<file path="src/rtl/lfr_pkg.sv">
// Shared types, widths and command codes for the line fit residual block.
`timescale 1ns / 1ps

package lfr_pkg;

    // Coordinate format, signed Q11.8 in units of 1/256 mm.
    localparam int COORD_W = 20;
    localparam int RES_MAX = 524287;
    localparam int RES_MIN = -524288;

    // Internal widths, sized for the largest supported plane count of eight.
    localparam int SUM_W  = 24;   // sum of z, x or y
    localparam int SQ_W   = 44;   // sum of z*z, z*x or z*y
    localparam int SDV_W  = 50;   // scaled covariance terms Sdd, Sdx, Sdy
    localparam int HALF_W = 25;   // low half of a covariance term
    localparam int DIFF_W = 25;   // n*v - sum_v
    localparam int OP_W   = 26;   // multiplier operand
    localparam int PROD_W = 52;   // multiplier product
    localparam int NUM_W  = 76;   // residual numerator
    localparam int DEN_W  = 52;   // residual denominator n*Sdd
    localparam int QUO_W  = 23;   // quotient magnitude bits, the residual stays below 2^22
    localparam int STEP_W = 5;    // step counter for numerator and divider sequences
    localparam int NUM_STEPS = 5; // multiply-accumulate steps per numerator

    typedef struct packed {
        logic signed [COORD_W-1:0] hit_x;
        logic signed [COORD_W-1:0] hit_y;
        logic signed [COORD_W-1:0] hit_z;
        logic                      skip_event;
    } lfr_hit_t;

    typedef struct packed {
        logic signed [COORD_W-1:0] res_x;
        logic signed [COORD_W-1:0] res_y;
        logic [1:0]                plane_index;
        logic                      fit_failed;
        logic                      last_of_event;
    } lfr_res_t;

    // Operand pair presented to the shared multiplier.
    typedef enum logic [3:0] {
        MUL_NONE  = 4'd0,
        MUL_ZZ    = 4'd1,
        MUL_ZX    = 4'd2,
        MUL_ZY    = 4'd3,
        MUL_SQ    = 4'd4,
        MUL_SZX   = 4'd5,
        MUL_SZY   = 4'd6,
        MUL_DZ_LO = 4'd7,
        MUL_DZ_HI = 4'd8,
        MUL_DV_LO = 4'd9,
        MUL_DV_HI = 4'd10
    } lfr_mul_sel_t;

    // What the datapath does with the registered product.
    typedef enum logic [3:0] {
        ACC_NONE    = 4'd0,
        ACC_ZZ      = 4'd1,
        ACC_ZX      = 4'd2,
        ACC_ZY      = 4'd3,
        ACC_SDD     = 4'd4,
        ACC_SDVX    = 4'd5,
        ACC_SDVY    = 4'd6,
        ACC_NUM_CLR = 4'd7,
        ACC_ADD_LO  = 4'd8,
        ACC_ADD_HI  = 4'd9,
        ACC_SUB_LO  = 4'd10,
        ACC_SUB_HI  = 4'd11
    } lfr_acc_op_t;

    typedef struct packed {
        lfr_mul_sel_t mul_sel;
        lfr_acc_op_t  acc_op;
        logic         load_hit;
        logic         clear_sums;
        logic         rd_en;
        logic         diff_load;
        logic         div_init;
        logic         div_step;
        logic         rnd_store;
        logic         chan;
        logic         out_load;
        logic         out_last;
    } lfr_cmd_t;

    typedef struct packed {
        logic fit_failed;
    } lfr_sts_t;

endpackage

</file>
<file path="src/rtl/four_plane_line_fit_residuals.sv">
// Top level of the straight line track fit residual block.
//
//   channel   direction  handshake          payload
//   s_        in         s_valid / s_ready  s_hit (lfr_hit_t): hit_x, hit_y, hit_z, skip_event
//   m_        out        m_valid / m_ready  m_res (lfr_res_t): res_x, res_y, plane_index,
//                                           fit_failed, last_of_event
//
// A hit beat is accepted and then the shared 26x26 multiplier forms z*z, z*x and z*y
// for the running sums; no new hit is accepted until it is back in idle.
// After the last plane of a good event, the fit is set up; then each plane goes through
// read, differences, per coordinate 5 multiply steps, divider init, the divider steps
// and a rounding step, then its output beat, bounded by the one-bit-per-cycle divider.
// A failed fit goes from the differences straight to the output beat. A skipped event ends right after its last hit.
// Reset (aresetn, synchronous, active low) clears the controller and the sums.
// A stalled result beat holds in the output register and the next result waits behind it;
// input beats are taken only in idle, and are still taken while an event's last beat waits.
`timescale 1ns / 1ps

module four_plane_line_fit_residuals
    import lfr_pkg::*;
#(
    parameter int NUM_PLANES = 4
) (
    input  logic     aclk,
    input  logic     aresetn,
    input  logic     s_valid,
    output logic     s_ready,
    input  lfr_hit_t s_hit,
    output logic     m_valid,
    input  logic     m_ready,
    output lfr_res_t m_res
);

    localparam int IDX_W = $clog2(NUM_PLANES);

    lfr_cmd_t         cmd;
    lfr_sts_t         sts;
    logic [IDX_W-1:0] idx;

    // The controller owns the handshakes, the plane counter and the skip flag.
    lfr_ctrl #(
        .NUM_PLANES(NUM_PLANES)
    ) u_ctrl (
        .aclk    (aclk),
        .aresetn (aresetn),
        .s_valid (s_valid),
        .s_ready (s_ready),
        .s_skip  (s_hit.skip_event),
        .m_valid (m_valid),
        .m_ready (m_ready),
        .sts     (sts),
        .cmd     (cmd),
        .idx     (idx)
    );

    // The datapath holds the hits, the sums, the multiplier, the divider and the
    // output register.
    lfr_datapath #(
        .NUM_PLANES(NUM_PLANES)
    ) u_datapath (
        .aclk    (aclk),
        .aresetn (aresetn),
        .s_hit   (s_hit),
        .cmd     (cmd),
        .idx     (idx),
        .sts     (sts),
        .m_res   (m_res)
    );

endmodule

</file>
<file path="src/rtl/lfr_datapath.sv">
// Datapath: hit store, running sums, shared multiplier, numerator and divider.
`timescale 1ns / 1ps

module lfr_datapath
    import lfr_pkg::*;
#(
    parameter int NUM_PLANES = 4,
    localparam int IDX_W = $clog2(NUM_PLANES)
) (
    input  logic             aclk,
    input  logic             aresetn,
    input  lfr_hit_t         s_hit,
    input  lfr_cmd_t         cmd,
    input  logic [IDX_W-1:0] idx,
    output lfr_sts_t         sts,
    output lfr_res_t         m_res
);

    localparam logic signed [4:0] NP = 5'(NUM_PLANES);

    logic [3*COORD_W-1:0] hit_mem [NUM_PLANES];
    logic [3*COORD_W-1:0] rd_data_reg;

    logic signed [COORD_W-1:0] x_reg, y_reg, z_reg;
    logic signed [SUM_W-1:0]   sum_z_reg, sum_x_reg, sum_y_reg;
    logic signed [SQ_W-1:0]    szz_reg, szx_reg, szy_reg;
    logic signed [PROD_W-1:0]  prod_reg, prod_next;
    logic signed [SDV_W-1:0]   sdd_reg, sdvx_reg, sdvy_reg, sd_next;
    logic [DEN_W-1:0]          den_reg, den_next;
    logic                      fail_reg;
    logic signed [DIFF_W-1:0]  dz_reg, dvx_reg, dvy_reg, dz_next, dvx_next, dvy_next;
    logic signed [NUM_W-1:0]   num_reg, prod_ext;
    logic                      neg_reg;
    logic [NUM_W-1:0]          mag_next;
    logic [DEN_W-1:0]          rem_reg, rem_next;
    logic [QUO_W-1:0]          quo_reg;
    logic [DEN_W:0]            trial, trial_sub;
    logic                      trial_ge, half_up;
    logic [QUO_W:0]            qr, qr_neg;
    logic signed [COORD_W-1:0] resx_reg, resy_reg, res_next;
    lfr_res_t                  out_reg;

    logic signed [OP_W-1:0]    mul_a, mul_b;
    logic signed [SDV_W-1:0]   sdv_sel;
    logic signed [DIFF_W-1:0]  dv_sel;
    logic signed [SQ_W-1:0]    sq_base;
    logic signed [DEN_W:0]     den_wide;

    assign sdv_sel = cmd.chan ? sdvy_reg : sdvx_reg;
    assign dv_sel  = cmd.chan ? dvy_reg : dvx_reg;

    always_comb begin
        unique case (cmd.mul_sel)
            MUL_ZZ: begin
                mul_a = OP_W'(z_reg);
                mul_b = OP_W'(z_reg);
            end
            MUL_ZX: begin
                mul_a = OP_W'(z_reg);
                mul_b = OP_W'(x_reg);
            end
            MUL_ZY: begin
                mul_a = OP_W'(z_reg);
                mul_b = OP_W'(y_reg);
            end
            MUL_SQ: begin
                mul_a = OP_W'(sum_z_reg);
                mul_b = OP_W'(sum_z_reg);
            end
            MUL_SZX: begin
                mul_a = OP_W'(sum_z_reg);
                mul_b = OP_W'(sum_x_reg);
            end
            MUL_SZY: begin
                mul_a = OP_W'(sum_z_reg);
                mul_b = OP_W'(sum_y_reg);
            end
            MUL_DZ_LO: begin
                mul_a = OP_W'(dz_reg);
                mul_b = OP_W'($signed({1'b0, sdv_sel[HALF_W-1:0]}));
            end
            MUL_DZ_HI: begin
                mul_a = OP_W'(dz_reg);
                mul_b = OP_W'($signed(sdv_sel[SDV_W-1:HALF_W]));
            end
            MUL_DV_LO: begin
                mul_a = OP_W'(dv_sel);
                mul_b = OP_W'($signed({1'b0, sdd_reg[HALF_W-1:0]}));
            end
            MUL_DV_HI: begin
                mul_a = OP_W'(dv_sel);
                mul_b = OP_W'($signed(sdd_reg[SDV_W-1:HALF_W]));
            end
            default: begin
                mul_a = '0;
                mul_b = '0;
            end
        endcase
    end

    assign prod_next = PROD_W'(mul_a) * PROD_W'(mul_b);
    assign prod_ext  = NUM_W'(prod_reg);

    // Scaled covariance: n * (n * sum_zv - sum_z * sum_v), product already registered.
    always_comb begin
        unique case (cmd.acc_op)
            ACC_SDVX: sq_base = szx_reg;
            ACC_SDVY: sq_base = szy_reg;
            default:  sq_base = szz_reg;
        endcase
    end
    assign sd_next = SDV_W'(NP * (SDV_W'(NP * SDV_W'(sq_base)) - SDV_W'(prod_reg)));

    assign den_wide = (DEN_W+1)'(sdd_reg) * (DEN_W+1)'(NP);
    assign den_next = den_wide[DEN_W-1:0];

    assign dz_next  = DIFF_W'(NP * DIFF_W'($signed(rd_data_reg[COORD_W-1:0])))
                      - DIFF_W'(sum_z_reg);
    assign dvx_next = DIFF_W'(NP * DIFF_W'($signed(rd_data_reg[3*COORD_W-1:2*COORD_W])))
                      - DIFF_W'(sum_x_reg);
    assign dvy_next = DIFF_W'(NP * DIFF_W'($signed(rd_data_reg[2*COORD_W-1:COORD_W])))
                      - DIFF_W'(sum_y_reg);

    // Restoring division, one quotient bit per cycle.
    assign mag_next  = num_reg[NUM_W-1] ? NUM_W'(-num_reg) : NUM_W'(num_reg);
    assign trial     = {rem_reg, quo_reg[QUO_W-1]};
    assign trial_sub = trial - {1'b0, den_reg};
    assign trial_ge  = trial >= {1'b0, den_reg};
    assign rem_next  = trial_ge ? trial_sub[DEN_W-1:0] : trial[DEN_W-1:0];

    // Round half away from zero on the magnitude, then saturate with the sign.
    assign half_up = {rem_reg, 1'b0} >= {1'b0, den_reg};
    assign qr      = {1'b0, quo_reg} + (QUO_W+1)'(half_up);
    assign qr_neg  = ~qr + (QUO_W+1)'(1);

    always_comb begin
        if (!neg_reg) begin
            res_next = (qr > (QUO_W+1)'(RES_MAX)) ? COORD_W'(RES_MAX) : COORD_W'(qr);
        end else begin
            res_next = (qr > (QUO_W+1)'(-RES_MIN)) ? COORD_W'(RES_MIN) : COORD_W'(qr_neg);
        end
    end

    always_ff @(posedge aclk) begin
        if (cmd.load_hit) begin
            hit_mem[idx] <= {s_hit.hit_x, s_hit.hit_y, s_hit.hit_z};
        end
        if (cmd.rd_en) begin
            rd_data_reg <= hit_mem[idx];
        end
    end

    always_ff @(posedge aclk) begin
        if (!aresetn) begin
            sum_z_reg <= '0;
            sum_x_reg <= '0;
            sum_y_reg <= '0;
            szz_reg   <= '0;
            szx_reg   <= '0;
            szy_reg   <= '0;
        end else if (cmd.clear_sums) begin
            sum_z_reg <= '0;
            sum_x_reg <= '0;
            sum_y_reg <= '0;
            szz_reg   <= '0;
            szx_reg   <= '0;
            szy_reg   <= '0;
        end else begin
            if (cmd.load_hit) begin
                sum_z_reg <= sum_z_reg + SUM_W'(s_hit.hit_z);
                sum_x_reg <= sum_x_reg + SUM_W'(s_hit.hit_x);
                sum_y_reg <= sum_y_reg + SUM_W'(s_hit.hit_y);
            end
            if (cmd.acc_op == ACC_ZZ) szz_reg <= szz_reg + SQ_W'(prod_reg);
            if (cmd.acc_op == ACC_ZX) szx_reg <= szx_reg + SQ_W'(prod_reg);
            if (cmd.acc_op == ACC_ZY) szy_reg <= szy_reg + SQ_W'(prod_reg);
        end
    end

    always_ff @(posedge aclk) begin
        prod_reg <= prod_next;
        if (cmd.load_hit) begin
            x_reg <= s_hit.hit_x;
            y_reg <= s_hit.hit_y;
            z_reg <= s_hit.hit_z;
        end
        if (cmd.acc_op == ACC_SDD)  sdd_reg  <= sd_next;
        if (cmd.acc_op == ACC_SDVX) sdvx_reg <= sd_next;
        if (cmd.acc_op == ACC_SDVY) begin
            sdvy_reg <= sd_next;
            den_reg  <= den_next;
            fail_reg <= (sdd_reg == '0);
        end
        if (cmd.diff_load) begin
            dz_reg  <= dz_next;
            dvx_reg <= dvx_next;
            dvy_reg <= dvy_next;
        end
        unique case (cmd.acc_op)
            ACC_NUM_CLR: num_reg <= '0;
            ACC_ADD_LO:  num_reg <= num_reg + prod_ext;
            ACC_ADD_HI:  num_reg <= num_reg + (prod_ext <<< HALF_W);
            ACC_SUB_LO:  num_reg <= num_reg - prod_ext;
            ACC_SUB_HI:  num_reg <= num_reg - (prod_ext <<< HALF_W);
            default: ;
        endcase
        if (cmd.div_init) begin
            neg_reg <= num_reg[NUM_W-1];
            rem_reg <= mag_next[QUO_W+DEN_W-1:QUO_W];
            quo_reg <= mag_next[QUO_W-1:0];
        end else if (cmd.div_step) begin
            rem_reg <= rem_next;
            quo_reg <= {quo_reg[QUO_W-2:0], trial_ge};
        end
        if (cmd.rnd_store) begin
            if (cmd.chan) resy_reg <= res_next;
            else          resx_reg <= res_next;
        end
        if (cmd.out_load) begin
            out_reg.res_x         <= fail_reg ? '0 : resx_reg;
            out_reg.res_y         <= fail_reg ? '0 : resy_reg;
            out_reg.plane_index   <= idx[1:0];
            out_reg.fit_failed    <= fail_reg;
            out_reg.last_of_event <= cmd.out_last;
        end
    end

    assign sts.fit_failed = fail_reg;
    assign m_res          = out_reg;

endmodule

</file>
<file path="src/rtl/lfr_ctrl.sv">
// Controller: sequences accumulation, fit setup, residual arithmetic and output beats.
`timescale 1ns / 1ps

module lfr_ctrl
    import lfr_pkg::*;
#(
    parameter int NUM_PLANES = 4,
    localparam int IDX_W = $clog2(NUM_PLANES)
) (
    input  logic             aclk,
    input  logic             aresetn,
    input  logic             s_valid,
    output logic             s_ready,
    input  logic             s_skip,
    output logic             m_valid,
    input  logic             m_ready,
    input  lfr_sts_t         sts,
    output lfr_cmd_t         cmd,
    output logic [IDX_W-1:0] idx
);

    localparam logic [IDX_W-1:0]  LAST_IDX = IDX_W'(NUM_PLANES - 1);
    localparam logic [STEP_W-1:0] DIV_LAST = STEP_W'(QUO_W - 1);
    localparam logic [STEP_W-1:0] NUM_LAST = STEP_W'(NUM_STEPS - 1);

    typedef enum logic [15:0] {
        ST_IDLE  = 16'h0001,
        ST_MZZ   = 16'h0002,
        ST_MZX   = 16'h0004,
        ST_MZY   = 16'h0008,
        ST_AZY   = 16'h0010,
        ST_SQ    = 16'h0020,
        ST_SDD   = 16'h0040,
        ST_SDVX  = 16'h0080,
        ST_SDVY  = 16'h0100,
        ST_RD    = 16'h0200,
        ST_DIFF  = 16'h0400,
        ST_NUM   = 16'h0800,
        ST_DINIT = 16'h1000,
        ST_DIV   = 16'h2000,
        ST_RND   = 16'h4000,
        ST_EMIT  = 16'h8000
    } lfr_state_t;

    lfr_state_t        state_reg, state_next;
    logic [IDX_W-1:0]  cnt_reg, cnt_next;
    logic [STEP_W-1:0] step_reg, step_next;
    logic              chan_reg, chan_next;
    logic              skip_reg, skip_next;
    logic              mvalid_reg, mvalid_next;

    always_comb begin
        state_next  = state_reg;
        cnt_next    = cnt_reg;
        step_next   = step_reg;
        chan_next   = chan_reg;
        skip_next   = skip_reg;
        mvalid_next = mvalid_reg && !m_ready;
        cmd         = '0;
        cmd.mul_sel = MUL_NONE;
        cmd.acc_op  = ACC_NONE;
        cmd.chan    = chan_reg;

        unique case (state_reg)
            ST_IDLE: begin
                if (s_valid) begin
                    cmd.load_hit = 1'b1;
                    skip_next    = skip_reg | s_skip;
                    state_next   = ST_MZZ;
                end
            end
            ST_MZZ: begin
                cmd.mul_sel = MUL_ZZ;
                state_next  = ST_MZX;
            end
            ST_MZX: begin
                cmd.acc_op  = ACC_ZZ;
                cmd.mul_sel = MUL_ZX;
                state_next  = ST_MZY;
            end
            ST_MZY: begin
                cmd.acc_op  = ACC_ZX;
                cmd.mul_sel = MUL_ZY;
                state_next  = ST_AZY;
            end
            ST_AZY: begin
                cmd.acc_op = ACC_ZY;
                if (cnt_reg != LAST_IDX) begin
                    cnt_next   = cnt_reg + IDX_W'(1);
                    state_next = ST_IDLE;
                end else if (skip_reg) begin
                    // The z*y product lands this cycle, but the clear wins and drops it.
                    cmd.clear_sums = 1'b1;
                    cnt_next       = '0;
                    skip_next      = 1'b0;
                    state_next     = ST_IDLE;
                end else begin
                    cnt_next   = '0;
                    state_next = ST_SQ;
                end
            end
            ST_SQ: begin
                cmd.mul_sel = MUL_SQ;
                state_next  = ST_SDD;
            end
            ST_SDD: begin
                cmd.acc_op  = ACC_SDD;
                cmd.mul_sel = MUL_SZX;
                state_next  = ST_SDVX;
            end
            ST_SDVX: begin
                cmd.acc_op  = ACC_SDVX;
                cmd.mul_sel = MUL_SZY;
                state_next  = ST_SDVY;
            end
            ST_SDVY: begin
                cmd.acc_op = ACC_SDVY;
                state_next = ST_RD;
            end
            ST_RD: begin
                cmd.rd_en  = 1'b1;
                state_next = ST_DIFF;
            end
            ST_DIFF: begin
                cmd.diff_load = 1'b1;
                chan_next     = 1'b0;
                step_next     = '0;
                state_next    = sts.fit_failed ? ST_EMIT : ST_NUM;
            end
            ST_NUM: begin
                priority if (step_reg == STEP_W'(0)) begin
                    cmd.acc_op  = ACC_NUM_CLR;
                    cmd.mul_sel = MUL_DZ_LO;
                end else if (step_reg == STEP_W'(1)) begin
                    cmd.acc_op  = ACC_ADD_LO;
                    cmd.mul_sel = MUL_DZ_HI;
                end else if (step_reg == STEP_W'(2)) begin
                    cmd.acc_op  = ACC_ADD_HI;
                    cmd.mul_sel = MUL_DV_LO;
                end else if (step_reg == STEP_W'(3)) begin
                    cmd.acc_op  = ACC_SUB_LO;
                    cmd.mul_sel = MUL_DV_HI;
                end else begin
                    cmd.acc_op  = ACC_SUB_HI;
                end
                if (step_reg == NUM_LAST) begin
                    step_next  = '0;
                    state_next = ST_DINIT;
                end else begin
                    step_next = step_reg + STEP_W'(1);
                end
            end
            ST_DINIT: begin
                cmd.div_init = 1'b1;
                step_next    = '0;
                state_next   = ST_DIV;
            end
            ST_DIV: begin
                cmd.div_step = 1'b1;
                if (step_reg == DIV_LAST) begin
                    step_next  = '0;
                    state_next = ST_RND;
                end else begin
                    step_next = step_reg + STEP_W'(1);
                end
            end
            ST_RND: begin
                cmd.rnd_store = 1'b1;
                if (!chan_reg) begin
                    chan_next  = 1'b1;
                    state_next = ST_NUM;
                end else begin
                    state_next = ST_EMIT;
                end
            end
            ST_EMIT: begin
                if (!mvalid_reg || m_ready) begin
                    cmd.out_load = 1'b1;
                    cmd.out_last = (cnt_reg == LAST_IDX);
                    mvalid_next  = 1'b1;
                    if (cnt_reg == LAST_IDX) begin
                        cmd.clear_sums = 1'b1;
                        cnt_next       = '0;
                        skip_next      = 1'b0;
                        state_next     = ST_IDLE;
                    end else begin
                        cnt_next   = cnt_reg + IDX_W'(1);
                        state_next = ST_RD;
                    end
                end
            end
            default: begin
                state_next = ST_IDLE;
            end
        endcase
    end

    always_ff @(posedge aclk) begin
        if (!aresetn) begin
            state_reg  <= ST_IDLE;
            cnt_reg    <= '0;
            step_reg   <= '0;
            chan_reg   <= 1'b0;
            skip_reg   <= 1'b0;
            mvalid_reg <= 1'b0;
        end else begin
            state_reg  <= state_next;
            cnt_reg    <= cnt_next;
            step_reg   <= step_next;
            chan_reg   <= chan_next;
            skip_reg   <= skip_next;
            mvalid_reg <= mvalid_next;
        end
    end

    assign s_ready = (state_reg == ST_IDLE);
    assign m_valid = mvalid_reg;
    assign idx     = cnt_reg;

    // An accepted hit always occupies the multiplier for the following cycles.
    a_busy_after_accept: assert property (@(posedge aclk) disable iff (!aresetn)
        (s_valid && s_ready) |=> !s_ready)
        else $error("input accepted again right after a hit");

    // A pending output beat is never overwritten.
    a_no_overwrite: assert property (@(posedge aclk) disable iff (!aresetn)
        cmd.out_load |-> (!mvalid_reg || m_ready))
        else $error("output register loaded while its beat is still pending");

    // After the final residual of an event the controller is back at plane zero.
    a_event_done: assert property (@(posedge aclk) disable iff (!aresetn)
        (cmd.out_load && cmd.out_last) |=> (state_reg == ST_IDLE && cnt_reg == '0))
        else $error("event did not close after its last residual");

    // The divider never runs past its quotient width.
    a_div_bound: assert property (@(posedge aclk) disable iff (!aresetn)
        (state_reg == ST_DIV) |-> (step_reg <= DIV_LAST))
        else $error("divider step counter out of range");

endmodule

</file>
<file path="config.mk">
export PLATFORM = sky130hd
export DESIGN_NAME = four_plane_line_fit_residuals
export DESIGN_NICKNAME = d
export VERILOG_FILES = /design/src/rtl/lfr_pkg.sv /design/src/rtl/four_plane_line_fit_residuals.sv /design/src/rtl/lfr_datapath.sv /design/src/rtl/lfr_ctrl.sv
export SDC_FILE = /design/constraint.sdc
export NUM_CORES = 2
export LEC_CHECK = 0
export BUFFER_PORTS_ARGS = -buffer_cell sky130_fd_sc_hd__buf_2
export CORE_MARGIN = 3
export CORE_UTILIZATION = 25
export DETAILED_ROUTE_END_ITERATION = 8
export PLACE_DENSITY = 0.35
export SYNTH_ARGS = -nofsm -noshare
export SYNTH_HDL_FRONTEND = slang
export SYNTH_SLANG_ARGS = --single-unit
</file>
<file path="constraint.sdc">
create_clock -name aclk -period 13.86 [get_ports aclk]
set_input_delay 0.693 -clock aclk [delete_from_list [all_inputs] [get_ports aclk]]
set_output_delay 0.693 -clock aclk [all_outputs]
set_load 0.01 [all_outputs]
</file>
==> results.cfg <==
[grt]
globalRoute.totalOverflow = 0
grt_max_degree = 92
antenna_found_initial = 28
grt_usage_pct = 20.3
grt_pass1_wl_mm = 574
grt_pass1_vias = 77200

[timing]
tightest_slew_ns = 1.43
finalCriticalPeriod_ns = 12.01
slew-limit-headroom_pct = 1.68
finalSetupTns_ns = 0
final.setup.worst_slack_ns = 1.85
hold_violations = 0
skew_ns = 0.0609
fmax_mhz = 83.3
drv_slew = 0
setup_violations = 0
rsz0062_at_grt = false
period_share_pct = 86.7

[worst_setup_path]
cp-start-kind = flop
critical_path.max_stage_delay_ns = 0.84
worstSetupEndpointType = flop
worstReg2RegStart = u_ctrl.state_reg[12]
cpMaxStageDelayCell = nand4_1
crit_start = u_ctrl.state_reg[12]
cp_data_required_time_ns = 14.57
critPathMaxFanout = 46
arrival_ns = 12.72
path_class = flop to flop

[clock_tree]
post_cts_buffers = 0
worstSkewPairLatency_ns = 0.87
htreeDepth = 4
cts-hold-fix-buffers = 0
clkSlewWorstSetupHoldPaths_ns = 0.06
cts_root_buf = clkbuf_16
cts_buffers = 157
postCtsResizedCells = 0
cts_sinks = 1146
cts.path.max_buffers = 4
cts_tree = built

[yosys]
yosysMostFrequentCell = nand2_1
yosys-top-cells-count = nand2_1, inv_1, edfxtp_1
synth-seq-cells = 1146
netlist-cell-type-count = 91
synth_async_sr_flop_share_pct = 0
synth_area_leaders = edfxtp_1, fa_1, ha_1
synth_top_cell_area_share_pct = 27.0
syn_inst = 10100
ys_warn_count = 0
synth_nets = 11500
syn_area_mm2 = 0.0960
synth.avg_cell_area_um2 = 9.50
synth_top_area_cell = edfxtp_1
ys_seq_area_share_pct = 32.9
synth-main-ff-cell = edfxtp_1
synth_edf_count = 864

[min_path]
min_from = s_hit[50]
hp-class = input pin to flop

[cells_and_area]
fin_nets = 11600
drive_gt1_share_pct = 7.34
postLayoutCellArea_mm2 = 0.108
synthToLayoutAreaGrowth_pct = 12.8
fill_cells = 40200
fin_util_pct = 28.5
largest_reg_flops = 240

[floorplanning]
start_util_pct = 25.2
die_area_mm2 = 0.392
ios = 111
rows = 226
die_y_um = 626
core_area_mm2 = 0.381
fp.dieW_um = 626

[placement]
postPlaceCellArea_mm2 = 0.103
hpwl_mm = 322
io_buffers = 110
pre_cts_slack_ns = 1.78
place.gp.congestion = 0.917

[routing]
num_vias = 76700
wirelength_mm = 404
drt-initial-drc-count = 6281
drc_errors = 0
ant_nets = 0
vias_per_cell = 5.01
wl_per_cell_um = 26.4
dr.pass1.iters = 6

[pwr]
irDropWorstVdd_uv = 166
powerDensity_mw_per_mm2 = 144
leakagePower_uw = 0.0448

[run_status]
status = finished, final reports clean

[job]
drv_cap = 0
-- final timing paths --
check                       endpoint  slack, ns  cells after the start
max          u_datapath.prod_reg[50]       1.85                     36
min              u_datapath.x_reg[9]       0.11                      1
max reg2reg  u_datapath.prod_reg[50]       1.85                     36
min reg2reg   u_datapath.szx_reg[12]       0.46                      2
-- cell type report --
type | instances | area, um2 | share of cell area, %
Tap cell | 5016 | 6280 | 5.80
Multi-Input combinational cell | 7485 | 59200 | 54.7
Clock inverter | 76 | 936 | 0.864
Inverter | 1067 | 4010 | 3.70
Clock buffer | 208 | 4310 | 3.98
Timing Repair Buffer | 294 | 1930 | 1.78
Antenna cell | 10 | 25.0 | 0.0231
Sequential cell | 1146 | 31600 | 29.2
-- routing by layer --
layer | track usage [%] | up-vias | wire [um]
met4 | 5.31 | 4 | 11400
li1 | - | 35300 | -
met5 | 0 | - | 26
met1 | 28.3 | 38900 | 188000
met3 | 2.99 | 409 | 21000
met2 | 32.6 | 2013 | 184000
-- worst max-delay path, delay by kind of cell, from the launching register on --
family | cells | cell delay, ns
fa+ha+maj | 8 | 3.97
simple gates | 8 | 3.33
compound gates | 10 | 3.01
buf+inv | 9 | 1.03
flops | 1 | 0.37
xor+xnor | 1 | 0.17
-- cells in the final DEF, fill, tap and decap left out, types with 80 or more instances in the layout --
| cell type | instances |
|---|---|
| a21o_1 | 300 |
| o21a_1 | 122 |
| a211oi_1 | 113 |
| nand2_1 | 1197 |
| nor3_1 | 157 |
| a21oi_1 | 718 |
| nand2b_1 | 86 |
| fa_1 | 702 |
| xor2_1 | 241 |
| nor2b_1 | 119 |
| xnor2_1 | 404 |
| a22oi_1 | 80 |
| inv_1 | 1062 |
| edfxtp_1 | 864 |
| nand4_1 | 101 |
| clkbuf_16 | 159 |
| dfxtp_1 | 279 |
| buf_4 | 182 |
| nor2_1 | 768 |
| buf_2 | 112 |
| o21ai_0 | 420 |
| ha_1 | 644 |
| nand3_1 | 155 |
-- report_power, final --
part | internal (uW) | switching, uW | total, uW
Clock | 2520 | 1720 | 4240
Combinational | 2510 | 4660 | 7170
Sequential | 3920 | 214 | 4130
-- through the flow --
| step | hold slack (ns) | total power, uW | instances |
|---|---|---|---|
| after floorplan | 0.442 | 8810 | 10100 |
| after global placement | 0.458 | 11300 | 15000 |
| after detailed placement | 0.466 | 11300 | 15000 |
| after CTS | 0.0399 | 15600 | 15300 |
| after global routing | 0.0853 | 16400 | 15300 |
| final | 0.109 | 15500 | 15300 |
-- cell families after synthesis --
| family | after synthesis | synth area share (%) |
|---|---|---|
| xor gates and xnor gates | 648 | 5.93 |
| adders and majority gates | 1346 | 23.0 |
| AOI/OAI and AO/OA | 2325 | 15.5 |
| buffers and inverters | 1479 | 5.79 |
| and+or+nand+nor | 3001 | 14.3 |
| DFF | 1146 | 32.9 |
| muxes | 165 | 2.54 |
No activity file was read; power rests on OpenSTA's default activity.
